`src/sv/tcw_pkg.sv`:
```
// Shared types and constants for the text console writer.
package tcw_pkg;

  localparam int ColW  = 7;
  localparam int RowW  = 5;
  localparam int AddrW = 13;
  localparam int DataW = 16;
  localparam int PosW  = 12;

  localparam logic [7:0] CharNewline = 8'd10;
  localparam logic [7:0] CharReturn  = 8'd13;

  localparam logic ReqPrint  = 1'b0;
  localparam logic ReqSetPos = 1'b1;

  localparam logic RegTextColor = 1'b0;
  localparam logic [7:0] TextColorReset = 8'd15;

  typedef struct packed {
    logic       req_type;
    logic [7:0] char_code;
    logic [7:0] col;
    logic [7:0] row;
  } req_t;

  typedef struct packed {
    logic             mem_write;
    logic [AddrW-1:0] mem_addr;
    logic [DataW-1:0] mem_data;
    logic             cursor_write;
    logic [PosW-1:0]  cursor_pos;
    logic             accepted;
  } res_t;

  // handshake status between the pipeline stages
  typedef struct packed {
    logic valid;
    logic take;
  } stage_ctl_t;

endpackage

```
`src/sv/text_console_writer.sv`:
```
// Top level of the text console writer.
//
//   port group   dir  word contents
//   s_axis_*     in   tuser: req_type; tdata: char_code, col, row
//   m_axis_*     out  tuser: mem_write, cursor_write, accepted;
//                     tdata: mem_addr, mem_data, cursor_pos
//   APB          in   text_color at byte address 0
//
// One word per cycle sustained while m_axis_tready is high; each word passes
// through the input register, then the result register. The cursor is updated
// as a word moves from the input register into the result register, so the next word sees the new cursor.
// Reset: cursor to 0,0, text_color to 15, both stages empty.
// A stall on m_axis holds the result register and fills the input register,
// then drops s_axis_tready.
module text_console_writer #(
  parameter int COLUMNS = 80,
  parameter int ROWS    = 25
) (
  input  logic        clk,
  input  logic        rst,
  input  logic        s_axis_tvalid,
  output logic        s_axis_tready,
  input  logic [23:0] s_axis_tdata,   // char_code, col, row
  input  logic [0:0]  s_axis_tuser,   // req_type
  output logic        m_axis_tvalid,
  input  logic        m_axis_tready,
  output logic [47:0] m_axis_tdata,   // mem_addr, mem_data, cursor_pos, zero fill
  output logic [2:0]  m_axis_tuser,   // mem_write, cursor_write, accepted
  input  logic        psel,
  input  logic        penable,
  input  logic        pwrite,
  input  logic [2:0]  paddr,
  input  logic [31:0] pwdata,
  output logic [31:0] prdata,
  output logic        pready
);

  tcw_pkg::req_t       in_word;
  tcw_pkg::req_t       stage_word;
  tcw_pkg::res_t       res;
  tcw_pkg::res_t       out_word;
  tcw_pkg::stage_ctl_t ctl;
  logic [7:0]          text_color;

  assign pready = 1'b1;

  assign in_word.req_type  = s_axis_tuser[0];
  assign in_word.char_code = s_axis_tdata[7:0];
  assign in_word.col       = s_axis_tdata[15:8];
  assign in_word.row       = s_axis_tdata[23:16];

  tcw_cfg_regs u_cfg (
    .clk        (clk),
    .rst        (rst),
    .psel       (psel),
    .penable    (penable),
    .pwrite     (pwrite),
    .paddr      (paddr),
    .pwdata     (pwdata),
    .prdata     (prdata),
    .text_color (text_color)
  );

  tcw_in_stage u_in (
    .clk      (clk),
    .rst      (rst),
    .in_valid (s_axis_tvalid),
    .in_ready (s_axis_tready),
    .in_word  (in_word),
    .take     (ctl.take),
    .valid    (ctl.valid),
    .word     (stage_word)
  );

  tcw_cursor #(
    .COLUMNS (COLUMNS),
    .ROWS    (ROWS)
  ) u_cursor (
    .clk        (clk),
    .rst        (rst),
    .ctl        (ctl),
    .word       (stage_word),
    .text_color (text_color),
    .res        (res)
  );

  tcw_out_stage u_out (
    .clk       (clk),
    .rst       (rst),
    .in_valid  (ctl.valid),
    .in_ready  (ctl.take),
    .in_word   (res),
    .out_valid (m_axis_tvalid),
    .out_ready (m_axis_tready),
    .out_word  (out_word)
  );

  assign m_axis_tdata = {7'd0, out_word.cursor_pos, out_word.mem_data, out_word.mem_addr};
  assign m_axis_tuser = {out_word.accepted, out_word.cursor_write, out_word.mem_write};

endmodule

```
`src/sv/tcw_cfg_regs.sv`:
```
// APB configuration register: text attribute byte.
module tcw_cfg_regs (
  input  logic        clk,
  input  logic        rst,
  input  logic        psel,
  input  logic        penable,
  input  logic        pwrite,
  input  logic [2:0]  paddr,
  input  logic [31:0] pwdata,
  output logic [31:0] prdata,
  output logic [7:0]  text_color
);

  logic wr_en;

  assign wr_en = psel && penable && pwrite && (paddr[2] == tcw_pkg::RegTextColor);

  always_ff @(posedge clk) begin
    if (rst) begin
      text_color <= tcw_pkg::TextColorReset;
    end else if (wr_en) begin
      text_color <= pwdata[7:0];
    end
  end

  assign prdata = (paddr[2] == tcw_pkg::RegTextColor) ? {24'd0, text_color} : 32'd0;

endmodule

```
`src/sv/tcw_in_stage.sv`:
```
// Input register: holds one request word until the cursor stage takes it.
module tcw_in_stage (
  input  logic         clk,
  input  logic         rst,
  input  logic         in_valid,
  output logic         in_ready,
  input  tcw_pkg::req_t in_word,
  input  logic         take,
  output logic         valid,
  output tcw_pkg::req_t word
);

  assign in_ready = !valid || take;

  always_ff @(posedge clk) begin
    if (rst) begin
      valid <= 1'b0;
    end else if (in_ready) begin
      valid <= in_valid;
    end
  end

  always_ff @(posedge clk) begin
    if (in_valid && in_ready) begin
      word <= in_word;
    end
  end

endmodule

```
`src/sv/tcw_cursor.sv`:
```
// Cursor state and per-request result logic.
module tcw_cursor #(
  parameter int COLUMNS = 80,
  parameter int ROWS    = 25
) (
  input  logic               clk,
  input  logic               rst,
  input  tcw_pkg::stage_ctl_t ctl,
  input  tcw_pkg::req_t      word,
  input  logic [7:0]         text_color,
  output tcw_pkg::res_t      res
);

  localparam logic [7:0] ColLimit = 8'(COLUMNS);
  localparam logic [7:0] RowLimit = 8'(ROWS);
  localparam logic [tcw_pkg::PosW-1:0] ColMul = tcw_pkg::PosW'(COLUMNS);

  logic [tcw_pkg::ColW-1:0] cursor_col;
  logic [tcw_pkg::RowW-1:0] cursor_row;

  logic                     is_print;
  logic                     in_bounds;
  logic [7:0]               adv_col;
  logic [7:0]               adv_row;
  logic [7:0]               tgt_col;
  logic [7:0]               tgt_row;
  logic                     pos_ok;
  logic [tcw_pkg::PosW-1:0] cell_idx;
  logic [tcw_pkg::PosW-1:0] tgt_idx;
  logic [tcw_pkg::PosW:0]   cell_byte;

  assign is_print = (word.req_type == tcw_pkg::ReqPrint) &&
                    (word.char_code != tcw_pkg::CharNewline) &&
                    (word.char_code != tcw_pkg::CharReturn);

  assign in_bounds = ({1'b0, cursor_col} <= ColLimit) && ({3'd0, cursor_row} <= RowLimit);

  always_comb begin
    adv_col = {1'b0, cursor_col} + 8'd1;
    adv_row = {3'd0, cursor_row};
    if (adv_col == ColLimit) begin
      adv_col = 8'd0;
      adv_row = adv_row + 8'd1;
    end
    if (!in_bounds) begin
      adv_col = {1'b0, cursor_col};
      adv_row = {3'd0, cursor_row};
    end
  end

  always_comb begin
    if (word.req_type == tcw_pkg::ReqSetPos) begin
      tgt_col = word.col;
      tgt_row = word.row;
    end else if (!is_print) begin
      tgt_col = 8'd0;
      tgt_row = {3'd0, cursor_row} + 8'd1;
    end else begin
      tgt_col = adv_col;
      tgt_row = adv_row;
    end
  end

  assign pos_ok = (tgt_col <= ColLimit) && (tgt_row <= RowLimit);

  assign cell_idx  = tcw_pkg::PosW'(cursor_row) * ColMul + tcw_pkg::PosW'(cursor_col);
  assign tgt_idx   = tcw_pkg::PosW'(tgt_row[tcw_pkg::RowW-1:0]) * ColMul +
                     tcw_pkg::PosW'(tgt_col[tcw_pkg::ColW-1:0]);
  assign cell_byte = {cell_idx, 1'b0};

  always_comb begin
    res = '0;
    res.cursor_write = pos_ok;
    res.cursor_pos   = pos_ok ? tgt_idx : '0;
    if (is_print) begin
      res.mem_write = in_bounds;
      res.accepted  = in_bounds;
      if (in_bounds) begin
        res.mem_addr = cell_byte[tcw_pkg::AddrW-1:0];
        res.mem_data = {text_color, word.char_code};
      end
    end else begin
      res.accepted = pos_ok;
    end
  end

  always_ff @(posedge clk) begin
    if (rst) begin
      cursor_col <= '0;
      cursor_row <= '0;
    end else if (ctl.valid && ctl.take && pos_ok) begin
      cursor_col <= tgt_col[tcw_pkg::ColW-1:0];
      cursor_row <= tgt_row[tcw_pkg::RowW-1:0];
    end
  end

endmodule

```
`src/sv/tcw_out_stage.sv`:
```
// Result register toward the output stream.
module tcw_out_stage (
  input  logic          clk,
  input  logic          rst,
  input  logic          in_valid,
  output logic          in_ready,
  input  tcw_pkg::res_t in_word,
  output logic          out_valid,
  input  logic          out_ready,
  output tcw_pkg::res_t out_word
);

  assign in_ready = !out_valid || out_ready;

  always_ff @(posedge clk) begin
    if (rst) begin
      out_valid <= 1'b0;
    end else if (in_ready) begin
      out_valid <= in_valid;
    end
  end

  always_ff @(posedge clk) begin
    if (in_valid && in_ready) begin
      out_word <= in_word;
    end
  end

endmodule

```
`config.mk`:
```
export PLATFORM = sky130hd
export DESIGN_NAME = text_console_writer
export DESIGN_NICKNAME = d
export VERILOG_FILES = /design/src/sv/tcw_pkg.sv /design/src/sv/text_console_writer.sv /design/src/sv/tcw_cfg_regs.sv /design/src/sv/tcw_in_stage.sv /design/src/sv/tcw_cursor.sv /design/src/sv/tcw_out_stage.sv
export SDC_FILE = /design/constraint.sdc
export NUM_CORES = 1
export LEC_CHECK = 0
export BUFFER_PORTS_ARGS = -buffer_cell sky130_fd_sc_hd__buf_2
export CAP_MARGIN = 20
export CORE_MARGIN = 2
export CORE_UTILIZATION = 47
export CTS_BUF_LIST = sky130_fd_sc_hd__clkbuf_4 sky130_fd_sc_hd__clkbuf_8
export DETAILED_ROUTE_END_ITERATION = 12
export MAX_ROUTING_LAYER = met4
export PLACE_DENSITY = 0.75
export SLEW_MARGIN = 20
export SYNTH_ARGS = -nofsm -noshare
export SYNTH_HDL_FRONTEND = slang
export SYNTH_SLANG_ARGS = --single-unit
export TNS_END_PERCENT = 30
```
`constraint.sdc`:
```
create_clock -name clk -period 6.5 [get_ports clk]
set_clock_uncertainty 0.1 [all_clocks]
set_input_delay 0.975 -clock clk [delete_from_list [all_inputs] [get_ports clk]]
set_output_delay 0.975 -clock clk [all_outputs]
set_load 0.005 [all_outputs]
```
After elaboration in Yosys (flattened, before gate mapping)
Cells that the tools add are included.
- magnitude comparators: 4
- bitwise gates (word level): 2
- add/sub/neg operators: 4
- reductions and logical operators: 15
- multipliers: 2
- muxes and demuxes: 10
- eq/ne operators: 3
- operators with widths (kind ; count):
    $mux W8 ; 9
    $add A12 B7 Y12 ; 2
    $mul A5 B3 Y8 const B ; 2
    $ne A8 B4 Y1 const B ; 2
    $logic_and A1 B1 Y1 ; 10
    $add A7 B1 Y8 const B ; 1
    $eq A8 B7 Y1 const B ; 1
    $le A8 B5 Y1 const B ; 1
    $le A8 B7 Y1 const B ; 1
    $le A7 B7 Y1 const B ; 1
    $add A5 B1 Y6 const B ; 1
    $le A5 B5 Y1 const B ; 1
    $logic_not A1 Y1 ; 2
    $logic_or A1 B1 Y1 ; 2
    $not A1 Y1 ; 2
    $reduce_and A2 Y1 ; 1
    $mux W1 ; 1
- output and inout bits: 86
- logic and storage cells: 56
- flip-flop bits (word level): 91

Longest topological paths before layout
Gate-level depths: netlist of the first run.
- depth after elaboration: 9
- gate-level depth with buffers: 19

Cells and area by module
A second synthesis of the first run with hierarchy kept.
- cell total of the unflattened synthesis: 425
- area total of the unflattened synthesis: 4847.1 um2
- modules (own cells, without submodules) (module ; sequential area each (um2) ; area an instance (um2) ; times used ; cells each):
    tcw_cursor ; 240.2 ; 1998.2 ; 1 ; 268
    tcw_out_stage ; 1341.3 ; 1376.3 ; 1 ; 49
    tcw_in_stage ; 770.7 ; 805.8 ; 1 ; 30
    tcw_cfg_regs ; 160.2 ; 599.3 ; 1 ; 68
    text_console_writer ; 0.0 ; 67.6 ; 1 ; 10

Worst setup path before layout of the first run
No wires, ideal clock.
- path kind: reg2reg
- from: reg u_cursor.cursor_row[1] (netlist bit)
- to: reg u_out.out_word[11] (netlist name)
- stages on the path, launching flop included: 18
- path slack: 1.933 ns
- data arrival time: 4.206 ns
- data required time: 6.139 ns
- buffers on the path: 0
- cells stage by stage: dfxtp_1 inv_1 ha_1 nor2b_1 o32a_4 a31oi_4 mux2_2 o21ai_1 ha_1 ha_1 inv_1 fa_1 nor2_1 nand2_1 or4_1 a31oi_1 or3_1 a21oi_1
- word-level cells in the longest chain between the ends: 7
- elaborated cells on any way between the ends: 15
- ends and longest elaborated chain (what ; RTL line ; RTL):
    start, declared ; tcw_cursor.sv:19 ; logic [tcw_pkg::RowW-1:0] cursor_row;
    start signal, assigned ; tcw_cursor.sv:93 ; cursor_row <= tgt_row[tcw_pkg::RowW-1:0];
    $add A5 B1 Y6 / $le A5 B5 Y1 (equally long branches) ; tcw_cursor.sv:43, tcw_cursor.sv:57, tcw_cursor.sv:36 ;
    $mux W8 / $logic_and A1 B1 Y1 (equally long branches) ; tcw_cursor.sv:41, tcw_cursor.sv:36 ;
    $mux W8 ; tcw_cursor.sv:45 ; if (!in_bounds) begin
    $mux W8 (*) ; tcw_cursor.sv:55 ; end else if (!is_print) begin
    $mux W8 (*) ; tcw_cursor.sv:52 ; if (word.req_type == tcw_pkg::ReqSetPos) begin
    via u_cursor.tgt_row[1] ; tcw_cursor.sv:26 ; logic [7:0] tgt_row;
    $mul A5 B3 Y8 / $le A8 B5 Y1 (equally long branches) ; tcw_cursor.sv:67, tcw_cursor.sv:64 ;
    $add A12 B7 Y12 / $logic_and A1 B1 Y1 (equally long branches) ; tcw_cursor.sv:67, tcw_cursor.sv:64 ;
The timed path passes the listed nets; every way through them passes the cells marked *.
A chain may end at the register's enable or synchronous reset.

Final worst setup path of the first run
- from: reg u_cursor.cursor_row[1] (netlist bit)
- to: reg u_out.out_word[11] (netlist name)
- word-level cells in the longest chain between the ends: 7
- elaborated cells on any way between the ends: 15
- ends and longest elaborated chain (what ; RTL line):
    $add A5 B1 Y6 / $le A5 B5 Y1 (equally long branches) ; tcw_cursor.sv:43, tcw_cursor.sv:57, tcw_cursor.sv:36
    $mux W8 / $logic_and A1 B1 Y1 (equally long branches) ; tcw_cursor.sv:41, tcw_cursor.sv:36
    $mux W8 ; tcw_cursor.sv:45
    $mux W8 (*) ; tcw_cursor.sv:55
    $mux W8 (*) ; tcw_cursor.sv:52
    via u_cursor.tgt_row[1] ; tcw_cursor.sv:26
    $mul A5 B3 Y8 / $le A8 B5 Y1 (equally long branches) ; tcw_cursor.sv:67, tcw_cursor.sv:64
    $add A12 B7 Y12 / $logic_and A1 B1 Y1 (equally long branches) ; tcw_cursor.sv:67, tcw_cursor.sv:64
Marks and branches as above.

==> results of run 1 <==
==> cell families after synthesis <==
group	Yosys count
other	2
AND/OR/NAND/NOR	150
multiplexers	3
flip-flops	90
adder cells (fa/ha/maj)	26
buffers and inverters	73
AO/OA/AOI/OAI	93
XOR/XNOR	14
==> sequential cells by signal, indices dropped and copies added, names as in the netlist <==
register	flops
u_cfg.text_color	8
u_out.out_word	43
u_cursor.cursor_col	7
u_out.out_valid	1
u_cursor.cursor_row	5
u_in.word	25
u_in.valid	1
==> area by class of cell <==
cell class,instances,area [sq um]
Clock buffer,10,131.4
Clock inverter,6,42.54
Fill cell,893,4722
Inverter,22,82.58
Multi-Input combinational cell,319,2212
Sequential cell,90,2482
Tap cell,136,170.2
Timing Repair Buffer,95,480.5
==> routing by layer <==
metal  track usage (%)  vias up  wire length [um]
li1                  -     1757                 -
met5                 -        -                 0
met3             3.830       18               758
met4             9.740        0               240
met1             21.43     1674              3967
met2             28.44      154              4538
==> synth_stat cells (3+ instances only) <==
cell       n  area (sq um)
a22oi_1    7         52.55
and2_1     3         18.77
edfxtp_1  68          2042
or4_1      4         30.03
and3_1    21         131.4
nand2b_1   5         31.28
xnor2_1   11         96.34
o41ai_1    4         35.03
ha_1      21         262.8
a21oi_1   30         150.1
buf_4     35         262.8
xor2_1     3         26.28
inv_2      3         11.26
o31ai_1    4         30.03
a21o_1     4         30.03
or3_1      4         25.02
nand3b_1   5         37.54
nand2_1   27         101.4
nor2_1    19         71.32
nor2b_1   16         100.1
fa_1       4         80.08
clkbuf_1  11         41.29
o21ai_0   12         60.06
nand3_1    5         25.02
nor2_4     7         78.83
inv_1     19         71.32
nor3_1    11         55.05
dfxtp_1   22         440.4
nor3b_1    5         37.54
a211oi_1   7         52.55
a31oi_1    4         25.02
==> power breakdown <==
part / switching (mW) / internal (mW) / leakage (nW)
logic: 0.102 / 0.0741 / 1.42
clock network: 0.198 / 0.145 / 0.0930
registers: 0.0210 / 0.653 / 0.828
==> per-stage QoR <==
step / hold WS (ns) / util, % / area (sq um) / total power, mW
5_1_grt: 0.4084 / 54.26 / 5602 / 1.253
4_1_cts: 0.3663 / 54.22 / 5598 / 1.206
3_3_place_gp: 0.3561 / 52.54 / 5424 / 0.8570
2_1_floorplan: 0.3403 / - / 5115 / 0.8242
3_5_place_dp: 0.3539 / 52.54 / 5424 / 0.8635
6_report: 0.3656 / 54.26 / 5602 / 1.193
==> worst min-delay path by stage <==
stage                                  endpoint  slack, ns                             start  cells past startpoint
2_1_floorplan  u_cfg.text_color[4]$_SDFFE_PP0P_       0.34  u_cfg.text_color[4]$_SDFFE_PP0P_                      2
3_3_place_gp   u_cfg.text_color[5]$_SDFFE_PP0P_       0.36  u_cfg.text_color[5]$_SDFFE_PP0P_                      2
3_5_place_dp   u_cfg.text_color[5]$_SDFFE_PP0P_       0.35  u_cfg.text_color[5]$_SDFFE_PP0P_                      2
4_1_cts        u_cfg.text_color[5]$_SDFFE_PP0P_       0.37  u_cfg.text_color[5]$_SDFFE_PP0P_                      2
5_1_grt        u_cfg.text_color[5]$_SDFFE_PP0P_       0.41  u_cfg.text_color[5]$_SDFFE_PP0P_                      2
6_report       u_cfg.text_color[5]$_SDFFE_PP0P_       0.37  u_cfg.text_color[5]$_SDFFE_PP0P_                      2
==> worst max-delay path, cell delays in order (launching register included) <==
cell	delay, ns
dfxtp_1	0.49
inv_1	0.16
ha_1	0.20
nor2b_1	0.16
o32a_4	0.43
a31oi_4	0.23
mux2_2	0.36
o21ai_1	0.54
ha_1	0.35
ha_1	0.21
inv_1	0.07
fa_1	0.45
nor2_1	0.37
mux2i_1	0.27
inv_1	0.06
a22o_1	0.24
or3_1	0.30
a21oi_1	0.15
==> impl_metrics.py, run 1 <==
metrics = {
    "timing": {
        "max_slew_margin_pct": 31.29,
        "hold_viol": 0,
        "min_period_ns": 5.311,
        "fin_crit_sh_pct": 81.71,
        "worst_slew_pin_slew_ns": 1.031,
        "final-max-slew-violation-count": 0,
        "grt_setup_unrepaired": "no",
        "setup_violations": 0,
        "setup_slack_ns": 1.189,
        "final.setup.tns_ns": 0,
        "clock.fmax_ghz": 0.1883,
    },
    "logic_synthesis": {
        "synth-main-ff-cell": "edfxtp_1",
        "synth_enable_flop_cells": 68,
        "synth-seq-cells": 90,
        "ys_seq_area_share_pct": 49.66,
        "synth-compound-area-share_pct": 13.22,
        "synth_xor_area_share_pct": 2.453,
        "ys_warn_count": 0,
        "netlist_area_sq_um": 4999,
        "netlist_instances": 451,
        "synth_top_family_by_area": "simple AND/OR/NAND/NOR gates",
        "async_flop_share_pct": 0,
        "synth_adder_area_share_pct": 7.059,
        "synth.distinct_cells": 69,
        "syn_avg_cell_area_sq_um": 11.08,
        "synthMuxAreaShare_pct": 0.8761,
        "synth-simple-area-share_pct": 17.95,
    },
    "routing": {
        "ant_nets": 0,
        "vias_per_cell": 5.314,
        "wl_um": 9504,
        "drcViolationCount": 0,
        "num_vias": 3603,
        "dr.pass1.iters": 4,
        "drt_iter0_drc": 214,
        "wire_per_inst_um": 14.02,
    },
    "power_and_ir_drop": {
        "max-vdd-ir-drop_mv": 0.08998,
        "leakagePower_nw": 2.340,
        "power.density_nw_per_um2": 213.0,
    },
    "layout": {
        "final_cell_mix": "buf_2 (93), edfxtp_1 (68), conb_1 (33)",
        "mostFrequentLayoutCell": "buf_2",
        "final_cells": 678,
        "drive_gt1_share_pct": 25.83,
        "area_delta_synth_final_pct": 12.07,
        "n_antenna_cell": 0,
        "nets": 629,
    },
    "cts": {
        "htreeDepth": 3,
        "hold_buffers": 0,
        "cts_buffers": 9,
        "clkLatencyLatePin_ns": 0.36,
        "clk_path_buf_depth": 2,
        "clock_sinks": 90,
        "path_clk_slew_ns": 0.09,
        "post_cts_resized": 0,
        "postCtsSetupBuffers": 0,
        "cts_tree": "yes",
        "cts-root-buf": "clkbuf_8",
    },
    "worst_setup_path": {
        "start_kind": "flip-flop",
        "crit_end": "u_out.out_word[11]$_SDFFCE_PN0P_",
        "crit_path_start": "u_cursor.cursor_row[1]$_SDFFE_PP0P_",
        "critPathRequiredTime_ns": 6.60,
        "r2r-start": "u_cursor.cursor_row[1]$_SDFFE_PP0P_",
        "worst-setup-path-type": "reg2reg",
        "cp_max_fo": 8,
        "critical_path_arrival_ns": 5.41,
        "reg2reg_depth": 17,
        "worstReg2RegEnd": "u_out.out_word[11]$_SDFFCE_PN0P_",
        "r2r_slack_ns": 1.19,
        "end_kind": "flip-flop",
    },
    "die": {
        "rows": 37,
        "dieArea_sq_um": 11480,
        "io_pins": 153,
        "die_h_um": 107.1,
        "die_w_um": 107.1,
        "start_util_pct": 48.42,
        "core-area_sq_um": 10320,
    },
    "outcome": {
        "outcome": "finished, final reports clean",
    },
    "grt": {
        "global_route.overflow_total": 0,
        "track_usage_pct": 17.94,
        "grt_pass1_wl_um": 15730,
        "grt_antenna_before_repair": 0,
        "grt_max_degree": 45,
        "grt_pass1_vias": 3464,
    },
    "place": {
        "dp_slack_ns": 1.284,
        "dp_hpwl_um": 7059,
        "gp_congestion": 0.8740,
        "dp.cells": 662,
        "numPortBuffers": 93,
    },
    "worst_hold_path": {
        "hp-class": "reg2reg",
    },
    "run": {
        "maxCapViolations": 0,
    },
}
Power figures use the tool's default switching activity.
==> inputs of run 2 (changes only) <==
- clock period: 6.5 -> 5.4 ns (I/O delays scaled with it)
==> run 2 against run 1 <==
  * Final area up 1.2%
  * Maximum frequency increased by 7.4%
  * Die area stayed put
  * Clock power rose by 39%
  * Setup slack got worse by 0.73 ns
  * Highest routed layer unchanged
  * Clock-buffer cell count is 2 higher
  * Wire length decreased by 1.1%
  * Combinational power up 22%
  * Register-to-register slack worse by 0.73 ns
  * First-iteration DRC count is 7.0% lower
  * Via count is essentially flat
==> impl_metrics.py, run 2 (synthesis results as in run 1) <==
metrics = {
    "outcome": {
        "outcome": "finished, final reports clean",
    },
    "worst_setup_path": {
        "cp_max_fo": 7,
        "critical_path_arrival_ns": 4.95,
        "reg2reg_depth": 17,
        "cpMostUsedCell": "ha_1",
        "crit_path_cell_trace": "inv_1 -> ha_1 -> nor2b_1 -> o32a_4 -> a41o_1 -> or3_2 -> inv_2 -> ha_1 -> ha_1 -> inv_1 -> fa_1 -> nor2_1 -> nand2_1 -> or4_1 -> a31oi_1 -> or3_1 -> a21oi_1",
        "crit_family": "simple AND/OR/NAND/NOR gates",
        "start_kind": "flip-flop",
        "max_stage_delay_ns": 0.56,
        "worst-setup-path-type": "reg2reg",
        "critPathBufInv": 3,
        "worst-path-stages": 17,
        "end_kind": "flip-flop",
        "r2r_slack_ns": 0.45,
        "cp_slowest_cell": "or3_2",
        "critPathRequiredTime_ns": 5.41,
    },
    "timing": {
        "worst_slew_pin_slew_ns": 0.7349,
        "final.setup.tns_ns": 0,
        "fin_crit_sh_pct": 91.58,
        "min_period_ns": 4.945,
        "final-max-slew-violation-count": 0,
        "setup_violations": 0,
        "hold_viol": 0,
        "max_slew_margin_pct": 50.96,
        "grt_setup_unrepaired": "no",
        "clock.fmax_ghz": 0.2022,
    },
    "layout": {
        "nets": 633,
        "design_area_sq_um": 5667,
        "mostFrequentLayoutCell": "buf_2",
        "largest_reg_flops": 43,
        "reg_top3": "u_out.out_word x43, u_in.word x25, u_cfg.text_color x8",
        "seqCellArea_sq_um": 2482,
        "area_delta_synth_final_pct": 13.37,
        "final_cell_mix": "buf_2 (93), edfxtp_1 (68), conb_1 (33)",
        "final_cells": 682,
        "regMostFlops": "u_out.out_word",
        "fill_cells": 904,
        "final_util_pct": 54.89,
        "n_antenna_cell": 0,
        "drive_gt1_share_pct": 26.56,
        "multiInputGateArea_sq_um": 2212,
    },
    "cts": {
        "cts-root-buf": "clkbuf_8",
        "clock_sinks": 90,
        "cts_tree": "yes",
        "clkLatencyLatePin_ns": 0.37,
        "post_cts_resized": 0,
        "htreeDepth": 3,
        "postCtsSetupBuffers": 0,
        "clk_path_buf_depth": 2,
        "cts_buffers": 9,
        "hold_buffers": 0,
        "path_clk_slew_ns": 0.09,
    },
    "routing": {
        "drt_iter0_drc": 199,
        "wire_per_inst_um": 13.78,
        "dr.pass1.iters": 5,
        "num_vias": 3601,
        "drcViolationCount": 0,
        "ant_nets": 0,
        "wl_um": 9398,
        "vias_per_cell": 5.280,
    },
    "grt": {
        "grt_antenna_before_repair": 0,
        "grt_pass1_vias": 3318,
        "track_usage_pct": 17.53,
        "global_route.overflow_total": 0,
        "grt_pass1_wl_um": 15530,
        "grt_max_degree": 45,
    },
    "place": {
        "placed_cell_area_sq_um": 5454,
        "numPortBuffers": 93,
        "dp_hpwl_um": 7070,
        "dp.cells": 666,
        "gp_congestion": 0.9117,
    },
    "worst_hold_path": {
        "hp-class": "reg2reg",
        "holdPathStages": 2,
    },
    "die": {
        "dieArea_sq_um": 11480,
        "core-area_sq_um": 10320,
        "io_pins": 153,
        "rows": 37,
        "start_util_pct": 48.42,
        "die_w_um": 107.1,
        "die_h_um": 107.1,
    },
    "power_and_ir_drop": {
        "max-vdd-ir-drop_mv": 0.1270,
        "power.density_nw_per_um2": 265.3,
        "leakagePower_nw": 2.377,
    },
    "run": {
        "maxCapViolations": 0,
    },
}
## run 2: cell count changes in the layout (fill, tap and decap cells not counted)
cell	delta
buf_4	+4
bufinv_16	+1
clkbuf_4	+1
clkbuf_8	+1
clkinv_1	-1
clkinv_2	-2
clkinv_4	-2
inv_4	+1
inv_6	+1
## run 2: worst min-delay path: stages, from the launching register on
cell	delay, ns
dfxtp_1	0.32
nand2_1	0.05
a21oi_1	0.05
## run 2: path summary, 6_finish.rpt
check,startpoint,end
setup / recovery,u_cursor.cursor_row[1]$_SDFFE_PP0P_,u_out.out_word[11]$_SDFFCE_PN0P_
setup reg to reg,u_cursor.cursor_row[1]$_SDFFE_PP0P_,u_out.out_word[11]$_SDFFCE_PN0P_
hold reg to reg,u_cfg.text_color[5]$_SDFFE_PP0P_,u_cfg.text_color[5]$_SDFFE_PP0P_
hold / removal,u_cfg.text_color[5]$_SDFFE_PP0P_,u_cfg.text_color[5]$_SDFFE_PP0P_
## run 2: final cells by class
cell class                 instances  area share, %
sequential                        90          43.81
multi-input combinational        319          39.04
tap                              136          3.003
clock inverter                     4         0.9936
clock buffer                      12          2.694
timing repair buffer              99          9.009
inverter                          22          1.457
## run 2: report_power, final
part | switching [mW] | internal [mW] | leakage, nW
registers | 0.0241 | 0.787 | 0.828
logic | 0.123 | 0.0916 | 1.44
clock network | 0.236 | 0.242 | 0.110
total | 0.383 | 1.12 | 2.38
## run 2: routing by layer
metal,track usage [%],routed length (um),vias up
met4,6.308,211,0
met3,4.255,685,19
met1,21.68,3955,1674
met5,-,0,-
met2,28.12,4546,136
li1,-,-,1772
## run 2: metrics by stage
stage,total power [mW],hold slack (ns),worst slack (ns)
final,1.503,0.3678,0.4545
after global routing,1.573,0.4086,0.1555
after CTS,1.519,0.3718,0.4865
after detailed placement,1.042,0.3589,0.5216
after global placement,1.034,0.3588,0.6239
after floorplan,0.9921,0.3403,0.8330
==> inputs of run 3 (changes only) <==
- ABC_AREA: default -> 1
==> run 3 against run 2 <==
  * Clock power fell by 2%
  * Synthesized area fell by 1.9%
  * Final area shrank 1.7%
  * Sequential power down 1%
  * Via count grew 0.58%
  * Core utilization down 0.43 points
  * Critical endpoint unchanged
  * Largest power group unchanged
==> impl_metrics.py, run 3 <==
metrics = {
    "logic_synthesis": {
        "async_flop_share_pct": 0,
        "synth_xor_area_share_pct": 0.8929,
        "ys_seq_area_share_pct": 50.61,
        "synth-main-ff-cell": "edfxtp_1",
        "synthMuxAreaShare_pct": 0,
        "synth_top_family_by_area": "simple AND/OR/NAND/NOR gates",
        "synth_enable_flop_cells": 68,
        "synth_adder_area_share_pct": 6.990,
        "synthTopCellsByCount": "nand2_1 (110), nor2_1 (83), inv_1 (74)",
        "synth.distinct_cells": 45,
        "synth-compound-area-share_pct": 6.097,
        "netlist_instances": 540,
        "synth_area_leaders": "edfxtp_1 (42%), dfxtp_1 (9.0%), nand2_1 (8.4%)",
        "synth-simple-area-share_pct": 23.11,
        "synth_top_area_share_pct": 41.63,
        "synth-seq-cells": 90,
        "yosysTopAreaCell": "edfxtp_1",
        "netlist_area_sq_um": 4905,
        "yosysMostFrequentCell": "nand2_1",
        "ys_warn_count": 0,
        "syn_avg_cell_area_sq_um": 9.083,
    },
    "cts": {
        "path_clk_slew_ns": 0.09,
        "clkLatencyLatePin_ns": 0.37,
        "post_cts_resized": 0,
        "hold_buffers": 0,
        "cts_buffers": 9,
        "htreeDepth": 3,
        "cts-root-buf": "clkbuf_8",
        "postCtsSetupBuffers": 0,
        "clk_path_buf_depth": 2,
        "clock_sinks": 90,
        "cts_tree": "yes",
    },
    "layout": {
        "nets": 725,
        "regMostFlops": "u_out.out_word",
        "drive_gt1_share_pct": 21.63,
        "n_antenna_cell": 0,
        "mostFrequentLayoutCell": "nand2_1",
        "reg_top3": "u_out.out_word x43, u_in.word x25, u_cfg.text_color x8",
        "area_delta_synth_final_pct": 13.60,
        "final_cell_mix": "nand2_1 (110), buf_2 (93), nor2_1 (83)",
        "design_area_sq_um": 5572,
        "largest_reg_flops": 43,
    },
    "routing": {
        "wire_per_inst_um": 12.10,
        "vias_per_cell": 4.680,
        "dr.pass1.iters": 4,
        "wl_um": 9362,
        "drt_iter0_drc": 184,
        "num_vias": 3622,
        "drcViolationCount": 0,
        "ant_nets": 0,
    },
    "worst_setup_path": {
        "end_kind": "flip-flop",
        "cp_slowest_cell": "dfxtp_1",
        "reg2reg_depth": 21,
        "cp_max_fo": 10,
        "worst-setup-path-type": "reg2reg",
        "cpMostUsedCell": "inv_1",
        "critical_path_arrival_ns": 3.87,
        "crit_path_start": "u_cursor.cursor_row[1]$_SDFFE_PP0P_",
        "worstReg2RegEnd": "u_out.out_word[11]$_SDFFCE_PN0P_",
        "r2r-start": "u_cursor.cursor_row[1]$_SDFFE_PP0P_",
        "r2r_slack_ns": 1.57,
        "crit_path_cell_trace": "inv_1 -> ha_1 -> o21ai_0 -> nand2_1 -> nand2_4 -> nor2_4 -> nand2_4 -> nand2_8 -> nand3_1 -> nand3_1 -> inv_1 -> ha_1 -> ha_1 -> inv_1 -> fa_1 -> nor2_1 -> inv_1 -> a21oi_1 -> nand2_1 -> nor2_1 -> nor2_1",
        "start_kind": "flip-flop",
        "critPathRequiredTime_ns": 5.44,
        "max_stage_delay_ns": 0.44,
    },
    "place": {
        "numPortBuffers": 93,
        "dp_slack_ns": 1.547,
        "dp_hpwl_um": 7088,
        "placed_cell_area_sq_um": 5369,
        "gp_congestion": 0.8477,
    },
    "timing": {
        "setup_violations": 0,
        "min_period_ns": 3.832,
        "final-max-slew-violation-count": 0,
        "grt_setup_unrepaired": "no",
        "setup_slack_ns": 1.568,
        "worst_slew_pin_slew_ns": 0.9816,
        "final.setup.tns_ns": 0,
        "fin_crit_sh_pct": 70.96,
        "hold_viol": 0,
        "hold_ws_ns": 0.3880,
        "clock.fmax_ghz": 0.2610,
        "max_slew_margin_pct": 34.49,
    },
    "power_and_ir_drop": {
        "max-vdd-ir-drop_mv": 0.1345,
        "leakagePower_nw": 2.709,
        "design_power_total_mw": 1.482,
        "power.density_nw_per_um2": 266.0,
    },
    "die": {
        "rows": 37,
        "start_util_pct": 47.94,
        "io_pins": 153,
        "die_w_um": 106.2,
        "core-area_sq_um": 10230,
        "dieArea_sq_um": 11270,
        "die_h_um": 106.2,
    },
    "run": {
        "maxCapViolations": 0,
    },
    "grt": {
        "global_route.overflow_total": 0,
        "grt_pass1_vias": 3417,
        "grt_max_degree": 31,
        "track_usage_pct": 18.16,
        "grt_pass1_wl_um": 15860,
        "grt_antenna_before_repair": 0,
    },
    "outcome": {
        "outcome": "finished, final reports clean",
    },
    "worst_hold_path": {
        "holdPathStages": 2,
        "hp-start": "u_cfg.text_color[6]$_SDFFE_PP0P_",
        "min_to": "u_cfg.text_color[6]$_SDFFE_PP0P_",
        "hp-class": "reg2reg",
    },
}
## run 3: metal layers
layer | wire [um] | track usage, %
met1 | 4197 | 22.91
met2 | 4533 | 28.80
met3 | 426 | 2.820
met4 | 204 | 8.647
met5 | 0 | -
## run 3: cell type report
class	count	area [sq um]
sequential	90	2482
timing repair buffer	94	473.0
tap	136	170.2
multi-input combinational	360	1951
inverter	78	292.8
fill	915	4659
clock buffer	10	137.6
clock inverter	6	65.06
## run 3: through the flow
stage / util (%) / instances
2_1_floorplan: - / 571
3_3_place_gp: 52.48 / 758
3_5_place_dp: 52.48 / 758
4_1_cts: 54.46 / 774
5_1_grt: 54.46 / 774
6_report: 54.46 / 774
## run 3: worst max-delay path by stage
stage / endpoint / slack (ns) / depth (start not counted)
after detailed placement: u_out.out_word[11]$_SDFFCE_PN0P_ / 1.55 / 21
after global placement: u_out.out_word[11]$_SDFFCE_PN0P_ / 1.55 / 21
after global routing: u_out.out_word[11]$_SDFFCE_PN0P_ / 0.99 / 21
after floorplan: u_out.out_word[11]$_SDFFCE_PN0P_ / 1.99 / 21
final: u_out.out_word[11]$_SDFFCE_PN0P_ / 1.57 / 21
after CTS: u_out.out_word[12]$_SDFFCE_PN0P_ / 1.52 / 22
## run 3: cell families (layout without fill, tap and decap cells)
logic type,after synthesis,count (layout)
buffers and inverters,121,188
and+or+nand+nor,251,251
adders and majority gates,25,25
DFF,90,90
AOI/OAI and AO/OA,46,46
other,2,33
xor gates and xnor gates,5,5
## run 3: critical path, delay by kind of cell, from the launching register on
family	cells	cell delay, ns
AOI/OAI and AO/OA	2	0.34
buffers and inverters	4	0.45
DFF	1	0.44
and+or+nand+nor	11	1.15
adders and majority gates	4	1.12
## run 3: report_power, final
part	switching [mW]	internal [mW]
Combinational	0.134	0.0771
Clock	0.240	0.227
Sequential	0.0181	0.785
